**src/hw/rtl/smx_pkg.sv**
```systemverilog
// Shared types and constants of the stack-machine executor.
// Operation codes, event codes, controller states and the command/status
// structs that join the controller and the datapath. No dependencies.
package smx_pkg;

	localparam int KIND_W    = 4;
	localparam int NUM_W     = 32;
	localparam int VIDX_W    = 5;
	localparam int EVT_W     = 2;
	localparam int S_TDATA_W = 40;
	localparam int M_TDATA_W = 32;
	localparam int BYTE_W    = 8;
	localparam int MOD_CNT_W = 2;

	typedef enum logic [KIND_W-1:0] {
		OP_PUSH   = 4'd0,
		OP_ADD    = 4'd1,
		OP_SUB    = 4'd2,
		OP_MUL    = 4'd3,
		OP_SETVAR = 4'd4,
		OP_GETVAR = 4'd5,
		OP_POKE   = 4'd6,
		OP_PEEK   = 4'd7,
		OP_PRINT  = 4'd8,
		OP_CLEAR  = 4'd9,
		OP_PLANE  = 4'd10,
		OP_RSTK   = 4'd11
	} op_kind_t;

	typedef enum logic [EVT_W-1:0] {
		EVT_PRINT = 2'd0,
		EVT_CLEAR = 2'd1,
		EVT_PLANE = 2'd2
	} evt_t;

	typedef enum logic [1:0] {
		SRC_ALU,
		SRC_NUM,
		SRC_VAR,
		SRC_MEM
	} push_src_t;

	typedef enum logic [1:0] {
		ALU_ADD,
		ALU_SUB,
		ALU_MUL
	} alu_op_t;

	typedef enum logic [3:0] {
		ST_CLEAR,
		ST_IDLE,
		ST_POP1,
		ST_POP2,
		ST_EXEC,
		ST_SETV,
		ST_MODS,
		ST_MODW,
		ST_PEEKW,
		ST_EMIT,
		ST_RSTK
	} state_t;

	typedef struct packed {
		logic      load;
		logic      pop;
		logic      take_b;
		logic      push;
		push_src_t push_src;
		alu_op_t   alu_op;
		logic      var_wr;
		logic      mod_start;
		logic      mem_wr;
		logic      mem_rd;
		logic      out_load;
		evt_t      out_evt;
		logic      clr_wr;
		logic      stk_rst;
	} smx_cmd_t;

	typedef struct packed {
		logic clr_last;
		logic mod_done;
		logic out_full;
	} smx_sts_t;

endpackage

```
**src/hw/rtl/smx_ctrl.sv**
```systemverilog
// Controller state machine of the stack-machine executor.
// Sequences each operation into datapath commands; uses smx_pkg.
module smx_ctrl
	import smx_pkg::*;
(
	input  logic                clk,
	input  logic                arst_n,
	input  logic                s_tvalid,
	input  logic [KIND_W-1:0]   kind,
	output logic                s_tready,
	input  smx_sts_t            sts,
	output smx_cmd_t            cmd
);

	state_t            state_q, state_d;
	logic [KIND_W-1:0] kind_q;

	always_ff @(posedge clk or negedge arst_n) begin
		if (!arst_n) begin
			state_q <= ST_CLEAR;
		end else begin
			state_q <= state_d;
		end
	end

	always_ff @(posedge clk) begin
		if (cmd.load) begin
			kind_q <= kind;
		end
	end

	always_comb begin
		state_d      = state_q;
		s_tready     = 1'b0;
		cmd          = '0;
		cmd.push_src = SRC_ALU;
		cmd.alu_op   = ALU_ADD;
		cmd.out_evt  = EVT_PRINT;
		unique case (state_q)
			ST_CLEAR: begin
				cmd.clr_wr = 1'b1;
				if (sts.clr_last) begin
					state_d = ST_IDLE;
				end
			end
			ST_IDLE: begin
				s_tready = 1'b1;
				cmd.load = s_tvalid;
				if (s_tvalid) begin
					case (kind) inside
						OP_PUSH, OP_GETVAR: state_d = ST_EXEC;
						OP_ADD, OP_SUB, OP_MUL, OP_POKE, OP_SETVAR, OP_PEEK, OP_PRINT:
							state_d = ST_POP1;
						OP_CLEAR, OP_PLANE: state_d = ST_EMIT;
						OP_RSTK: state_d = ST_RSTK;
						default: state_d = ST_IDLE;
					endcase
				end
			end
			ST_POP1: begin
				cmd.pop = 1'b1;
				case (kind_q)
					OP_SETVAR: state_d = ST_SETV;
					OP_PEEK:   state_d = ST_MODS;
					OP_PRINT:  state_d = ST_EMIT;
					default:   state_d = ST_POP2;
				endcase
			end
			ST_POP2: begin
				cmd.take_b = 1'b1;
				cmd.pop    = 1'b1;
				state_d    = (kind_q == OP_POKE) ? ST_MODS : ST_EXEC;
			end
			ST_EXEC: begin
				cmd.push = 1'b1;
				case (kind_q)
					OP_PUSH:   cmd.push_src = SRC_NUM;
					OP_GETVAR: cmd.push_src = SRC_VAR;
					default:   cmd.push_src = SRC_ALU;
				endcase
				case (kind_q)
					OP_SUB:  cmd.alu_op = ALU_SUB;
					OP_MUL:  cmd.alu_op = ALU_MUL;
					default: cmd.alu_op = ALU_ADD;
				endcase
				state_d = ST_IDLE;
			end
			ST_SETV: begin
				cmd.var_wr = 1'b1;
				state_d    = ST_IDLE;
			end
			ST_MODS: begin
				cmd.mod_start = 1'b1;
				state_d       = ST_MODW;
			end
			ST_MODW: begin
				if (sts.mod_done) begin
					if (kind_q == OP_POKE) begin
						cmd.mem_wr = 1'b1;
						state_d    = ST_IDLE;
					end else begin
						cmd.mem_rd = 1'b1;
						state_d    = ST_PEEKW;
					end
				end
			end
			ST_PEEKW: begin
				cmd.push     = 1'b1;
				cmd.push_src = SRC_MEM;
				state_d      = ST_IDLE;
			end
			ST_EMIT: begin
				case (kind_q)
					OP_CLEAR: cmd.out_evt = EVT_CLEAR;
					OP_PLANE: cmd.out_evt = EVT_PLANE;
					default:  cmd.out_evt = EVT_PRINT;
				endcase
				if (!sts.out_full) begin
					cmd.out_load = 1'b1;
					state_d      = ST_IDLE;
				end
			end
			ST_RSTK: begin
				cmd.stk_rst = 1'b1;
				state_d     = ST_IDLE;
			end
			default: state_d = ST_IDLE;
		endcase
	end

endmodule

```
**config.mk**
```make
export PLATFORM = sky130hd
export DESIGN_NAME = smx_ctrl
export DESIGN_NICKNAME = d
export VERILOG_FILES = /design/src/hw/rtl/smx_pkg.sv /design/src/hw/rtl/smx_ctrl.sv
export SDC_FILE = /design/constraint.sdc
export NUM_CORES = 1
export LEC_CHECK = 0
export ABC_AREA = 1
export BUFFER_PORTS_ARGS = -buffer_cell sky130_fd_sc_hd__buf_4
export CAP_MARGIN = 20
export CORE_UTILIZATION = 52
export DETAILED_ROUTE_END_ITERATION = 7
export PLACE_DENSITY = 0.94
export SETUP_SLACK_MARGIN = 0.4
export SYNTH_ARGS = -nofsm -noshare
export SYNTH_HDL_FRONTEND = slang
export SYNTH_SLANG_ARGS = --single-unit
```
**constraint.sdc**
```tcl
create_clock -name clk -period 4.2 [get_ports clk]
set_clock_uncertainty 0.1 [all_clocks]
set_input_delay 1.26 -clock clk [delete_from_list [all_inputs] [get_ports clk]]
set_output_delay 1.26 -clock clk [all_outputs]
set_load 0.02 [all_outputs]
```
=== Word level (Yosys, flattened, before mapping) ===
Index checks and enable logic that the tools add are counted.

* Equal/unequal tests: 34
* Muxes and demuxes: 31
* Reduce and logical (&&, ||, !) cells: 8

{| class="wikitable"
|+ Operators by type and width
! operator !! count
|-
| equality test 4 x 3 -> 1 bit (second input constant) || 12
|-
| equality test 4 bit (second input constant) || 10
|-
| 2-to-1 mux 4 bit || 9
|-
| case mux 4 bit (7 select lines) || 1
|-
| equality test 4 x 2 -> 1 bit (second input constant) || 6
|-
| logical NOT 4 bit || 3
|-
| case mux 2 bit (2 select lines) || 3
|-
| case mux 4 bit (3 select lines) || 1
|-
| 2-to-1 mux 1 bit || 11
|-
| equality test 4 x 1 -> 1 bit (second input constant) || 2
|-
| 2-to-1 mux 2 bit || 4
|-
| inequality test 2 bit (second input constant) || 4
|-
| OR reduction 7 bit || 1
|-
| case mux 3 bit (2 select lines) || 1
|-
| OR reduction 2 bit || 3
|-
| AND reduction 4 bit || 1
|-
| 2-to-1 mux 3 bit || 1
|}

* Bits in registers: 8
* Bits of input ports: 10
* Output and inout port bits: 18

=== Logic depth before layout (Yosys ltp) ===
Gate-level depths: netlist of run 1.

* Word-level depth: 7
* Depth in mapped cells: 10
* Depth with buffers taken out: 10

=== Worst setup path after synthesis of run 1 ===
Ideal clock, no wire load.

* Kind: input to output
* Start: input port sts[1] (netlist name)
* End: output port cmd[6] (netlist name)
* Arrival time: 2.035 ns
* Slack: 0.805 ns
* Stages on the path: 2
* Buffers on the path: 0
* Cell sequence: inv_1 -> nor4_1

{| class="wikitable"
|+ RTL lines
! element !! line !! source
|-
| start: declaration || smx_ctrl.sv:11 || <nowiki>input smx_sts_t sts,</nowiki>
|-
| end: declaration || smx_ctrl.sv:12 || <nowiki>output smx_cmd_t cmd</nowiki>
|}

==> summary.txt, run 1 <==
Setup path
  • Crit Path Max Fanout: 5
  • WP data required: 2.84 ns
  • Worst r2r src: kind_q[0]$_DFFE_PP_
  • R2r setup slk: 2.68 ns
  • Critical-path top delay cell: nor2_1
  • CP arrival: 1.93 ns
  • CP Launch Point: s_tvalid
  • Crit-path cells: buf_4 > inv_1 > nor2_1 > buf_4
  • Top cell by count, worst path: buf_4
  • Worst reg2reg path depth: 8
  • Critical path class: in2out
  • Critical path startpoint category: input port
  • CP Capture Type: primary output
  • FF-to-FF End: state_q[3]$_DFFE_PN0P_
  • CP max stage delay: 0.32 ns

Route
  • Total number of vias: 851
  • Final wirelength: 1.83 mm
  • Final ANT Viol Nets: 0
  • # DRC: 0
  • Initial DRC count: 29
  • DR pass1 iterations: 4
  • Vias per inst: 5.19
  • Routed WL per cell: 11.1 um

Synth
  • Post-synthesis cell area: 772 um^2
  • Most frequent cell after synthesis: nand2_1
  • Yosys reg bits: 8
  • Post-synth top cells: nand2_1 (32), nor2_1 (18), inv_1 (15), nand2_2 (7), nand3_1 (7)
  • Synth area leader: edfxtp_1
  • FFs w/ async S/R, synth: 0.500
  • EDFF count, synth: 4
  • Yosys warns: 0
  • Synth Net Count: 128
  • Synthesized instance count: 118
  • Area contributors post-synth: edfxtp_1 (16%), nand2_1 (16%), dfrtp_1 (13%)
  • Yosys top cell area share: 0.156
  • Synth unique cells: 21
  • Seq/Total Area, Yosys: 0.285
  • Syn avg cell area: 6.54 um^2
  • Most used DFF post-synth: edfxtp_1

Timing
  • Tightest Pin Transition: 0.383 ns
  • Final setup viols: 0
  • Number of hold violations in the final report: 0
  • Slew HR: 0.744
  • Fin crit share: 0.784
  • Final min period: 3.29 ns
  • RSZ-0062 raised after global routing: false
  • Final setup TNS: 0 ns
  • WHS: 0.654 ns
  • Final Slew Violations: 0
  • FMAX: 0.304 GHz

Global route
  • Initial antenna violation count: 0
  • Largest net degree at the start of global routing: 7
  • Vias in the first global route: 750
  • First-pass GRT wire length: 2.93 mm
  • GR Overflow Total: 0
  • Tot GR Track Use: 0.276

Floorplanning
  • Core area: 1330 um^2
  • Die ar.: 1640 um^2
  • Die Y: 40.5 um
  • I/O pin total: 28
  • Std cell rows: 13
  • Chip width: 40.5 um
  • Starting Density: 0.579

Clocking
  • Worst-skew pair later-pin latency: 0.26 ns
  • # H-tree levels: 1
  • Reg clk slew, reported paths: 0.05 ns
  • CTS sink cnt: 8
  • CTS tree: yes
  • Post-CTS setup buffers: 0
  • Total CTS buffers: 3
  • Cts repair resizes: 0
  • Clock Tree Buf Depth: 2
  • Clk Tree Root Cell: clkbuf_4
  • Number of hold buffers added after cts: 0

Finish
  • ANT cells: 0
  • Fillers: 109
  • Area Growth Syn to Fin: 32.1%
  • Share of cells above drive strength 1: 0.383
  • Nets: 160

Placement
  • Port Buffer Count: 27
  • Placer Congestion: 0.859
  • Hpwl dp: 1.54 mm

Flow run
  • Maxcap violations: 0

Hold path
  • WHS Path Cells: 4
  • Hold Path End: state_q[1]$_DFFE_PN0P_
  • Hold WC Path Type: reg2reg
  • Hold path start: state_q[2]$_DFFE_PN0P_

Power
  • Max IR drop VDD: 0.000426 V
  • P_leak: 0.000540 uW
  • Pwr dens: 629 nW/um^2

Run status
  • Outcome: finished, final reports clean
layout make-up:
class,instances,area (um^2),share of cell area
repair buffers,27,203,0.199
inverters,20,75.1,0.0736
flip-flops and latches,8,220,0.216
multi-input cells,90,477,0.467
well taps,15,18.8,0.0184
clock buffers,4,26.3,0.0258
how the worst max path moves through the flow:
| stage | cells after the start | to |
|---|---|---|
| CTS | 4 | cmd[16] |
| detailed placement | 4 | cmd[16] |
| global route | 4 | cmd[16] |
| finish | 4 | cmd[16] |
| floorplan | 2 | cmd[6] |
| global placement | 4 | cmd[16] |
sequential cells by signal, summed over array words and instances (netlist names):
name and cells:
state_q 4, kind_q 4
worst max-delay path, delay by kind of cell:
family | cells | cell delay [ns]
buffers and inverters | 3 | 0.35
and+or+nand+nor | 1 | 0.32
cell usage in the layout, fill, tap and decap left out, drive strengths merged:
cell type   n
nand2      42
a21oi       4
edfxtp      4
and2        1
nand4       2
nor4        2
nor2       27
buf        27
o21ai       1
clkbuf      4
nor3        1
nand3       8
o41ai       1
inv        20
o211ai      1
dfrtp       4
layer usage:
| metal | share of wire | global-route usage | vias up |
|---|---|---|---|
| li1 | - | - | 429 |
| met1 | 0.42 | 0.296 | 376 |
| met2 | 0.50 | 0.504 | 42 |
| met3 | 0.067 | 0.0611 | 4 |
| met4 | 0.014 | 0.125 | 0 |
| met5 | 0 | 0 | - |
where the power goes:
part | internal [uW] | switching (uW) | total (uW)
clock network | 36.4 | 26.7 | 63.1
registers | 114 | 33.4 | 147
logic | 151 | 279 | 431
total | 302 | 339 | 641
metrics by stage:
stage          cell area [um^2]  std cells   util  setup WS [ns]  total power [uW]
6_report                   1020        164  0.765          0.909               641
3_3_place_gp                993        160  0.745          0.946               564
2_1_floorplan               772        118      -          0.805               457
3_5_place_dp                993        160  0.745          0.921               574
4_1_cts                    1020        164  0.765          0.915               640
5_1_grt                    1020        164  0.765          0.882               695
logic make-up after synthesis:
| kind of cell | after synthesis | share of synthesized area |
|---|---|---|
| compound gates | 7 | 0.0632 |
| buf+inv | 20 | 0.0972 |
| flops | 8 | 0.285 |
| simple gates | 83 | 0.554 |
(Power assumes the default switching activity.)
==> run 2: changes to the inputs <==
CORE_UTILIZATION = 48   (was 52)
PLACE_DENSITY = 0.89   (was 0.94)
clock period = 3.05 ns   (was 4.2 ns; I/O delays follow)
==> run 2 against run 1 <==
Against the previous run:
- the run now ends with design-rule violations left
- sequential share of layout area decreased by 0.39 points
- via count increased by 0.35%
- core utilization decreased by 7.5 points
- flip-flop and latch count unchanged
- sequential power increased by 41%
- die area increased by 7.9%
- critical path type unchanged
- largest cell class unchanged
- largest power group unchanged
==> summary.txt, run 2 (synthesized netlist as in run 1, its figures left out) <==
Finish
  • Leading cell type in the layout, fill and taps excluded: nand2_1
  • ANT cells: 0 (unchanged)
  • Area Growth Syn to Fin: 34.5%
  • Fin cells: 165 (+0.61%)
  • Commonest non-fill, non-tap cells in the layout: nand2_1 (32), buf_4 (27), nor2_1 (17)
  • Nets: 160 (unchanged)
  • Share of cells above drive strength 1: 0.403 (+0.0201)
  • Top flop regs: kind_q: 4 flops, state_q: 4 flops

Clocking
  • Number of hold buffers added after cts: 0 (unchanged)
  • CTS sink cnt: 8 (unchanged)
  • Total CTS buffers: 3 (unchanged)
  • # H-tree levels: 1 (unchanged)
  • Worst-skew pair later-pin latency: 0.26 ns (about the same)
  • Reg clk slew, reported paths: 0.06 ns (about the same)
  • Clk Tree Root Cell: clkbuf_4
  • CTS tree: yes
  • Clock Tree Buf Depth: 2 (unchanged)

Power
  • Max IR drop VDD: 0.000414 V (-2.7%)
  • P_leak: 0.000541 uW (+0.14%)
  • Total power: 888 uW (+39%)
  • Pwr dens: 855 nW/um^2 (+36%)

Route
  • Vias per inst: 5.18 (-0.26%)
  • # DRC: 1 (+1)
  • Initial DRC count: 19 (-34%)
  • Total number of vias: 854 (+0.35%)
  • Final ANT Viol Nets: 0 (unchanged)
  • Top sig layer: met4
  • Met2 wire len: 1.04 mm (+14%)
  • Routed WL per cell: 11.4 um (+2.4%)
  • DR WL met3: 72 um (-41%)
  • DR pass1 iterations: 7 (+3)
  • Final wirelength: 1.88 mm (+3.1%)
  • Metal-1 WL: 751 um (-2.8%)

Timing
  • Final Slew Violations: 0 (unchanged)
  • Tightest Pin Transition: 0.376 ns (-0.00635 ns)
  • Fin crit share: 0.848
  • Final worst-path setup slack: 0.464 ns (-0.445 ns)
  • FMAX: 0.387 GHz
  • Final min period: 2.59 ns
  • RSZ-0062 raised after global routing: true
  • Number of hold violations in the final report: 0 (unchanged)
  • Slew HR: 0.748 (+0.00425)
  • Final setup TNS: 0 ns (unchanged)
  • Final setup viols: 0 (unchanged)

Placement
  • Place WS: 0.461 ns (-0.460 ns)
  • Hpwl dp: 1.61 mm (+4.0%)
  • Placer Congestion: 0.801 (-6.8%)
  • Port Buffer Count: 27 (unchanged)
  • Post-Place Cells: 161 (+0.63%)

Run status
  • Outcome: finished, violations left
  • Failing checks: design-rule violations

Floorplanning
  • Core area: 1510 um^2 (+13%)
  • Chip width: 42.1 um (+3.9%)
  • I/O pin total: 28 (unchanged)
  • Die ar.: 1770 um^2 (+7.9%)
  • Std cell rows: 14 (+1)
  • Die Y: 42.1 um (+3.9%)
  • Starting Density: 0.512 (-0.0663)

Global route
  • GR Overflow Total: 0 (unchanged)
  • Initial antenna violation count: 0 (unchanged)
  • Tot GR Track Use: 0.240 (-0.0360)
  • First-pass GRT wire length: 3.26 mm (+11%)
  • Largest net degree at the start of global routing: 7 (unchanged)
  • Vias in the first global route: 824 (+9.9%)

Setup path
  • CP arrival: 1.57 ns (-0.36 ns)
  • FF-to-FF End: state_q[3]$_DFFE_PN0P_
  • R2r setup slk: 1.53 ns (-1.15 ns)
  • Worst reg2reg path depth: 8 (unchanged)
  • WP data required: 2.03 ns (-0.81 ns)
  • Critical path startpoint category: input port
  • Worst r2r src: kind_q[0]$_DFFE_PP_
  • Crit Path Max Fanout: 5 (unchanged)
  • Critical path class: in2out
  • CP Capture Type: primary output

Flow run
  • Maxcap violations: 0 (unchanged)

Hold path
  • Hold WC Path Type: in2async
run 2: changes by cell type in the layout (fill, tap and decap cells not counted):
cell | before | now
o21ai_0 | 1 | 0
nor2_2 | 6 | 7
o21ai_1 | 0 | 1
inv_4 | 0 | 1
inv_2 | 5 | 4
nor4_1 | 2 | 0
nor4_2 | 0 | 2
nor2_1 | 18 | 17
run 2: report_power, final:
group	switching [uW]	internal (uW)
clock	37.8	50.2
combinational	381	211
sequential	51.3	157
total	470	418
run 2: layer usage:
metal	vias to the layer above	track usage
met5	-	0
met4	0	0.156
met3	3	0.0129
met2	26	0.438
met1	392	0.268
li1	433	-
run 2: worst max-delay path by stage:
| stage | to | start | cells past startpoint | slack (ns) |
|---|---|---|---|---|
| floorplan | cmd[6] | sts[1] | 2 | 0.55 |
| global placement | cmd[16] | s_tvalid | 4 | 0.47 |
| detailed placement | cmd[16] | s_tvalid | 4 | 0.46 |
| CTS | cmd[12] | state_q[1]$_DFFE_PN0P_ | 6 | 0.43 |
| global route | cmd[6] | kind_q[0]$_DFFE_PP_ | 6 | 0.39 |
| finish | cmd[16] | s_tvalid | 4 | 0.46 |
run 2: layout make-up:
cell class | count | area (um^2)
well taps | 16 | 20.0
flip-flops and latches | 8 | 220
multi-input cells | 90 | 492
repair buffers | 27 | 203
inverters | 20 | 77.6
fillers | 133 | 468
clock buffers | 4 | 26.3
run 2: stage by stage:
step / hold WS, ns / instance area [um^2] / utilization
after floorplan: 0.519 / 778 / -
after global placement: 0.611 / 1000 / 0.664
after detailed placement: 0.616 / 1000 / 0.664
after CTS: 0.342 / 1030 / 0.682
after global routing: 0.335 / 1040 / 0.689
final: 0.339 / 1040 / 0.689
run 2: timing repair:
item,CTS,global route
hold endpoints to repair,0,0
setup buffers,0,0
endpoints found under the setup margin,0,3
resized for setup,0,4
run 2: worst max-delay path, cell delays in order:
cell	delay, ns
buf_4	0.08
inv_1	0.05
nor2_1	0.32
buf_4	0.22
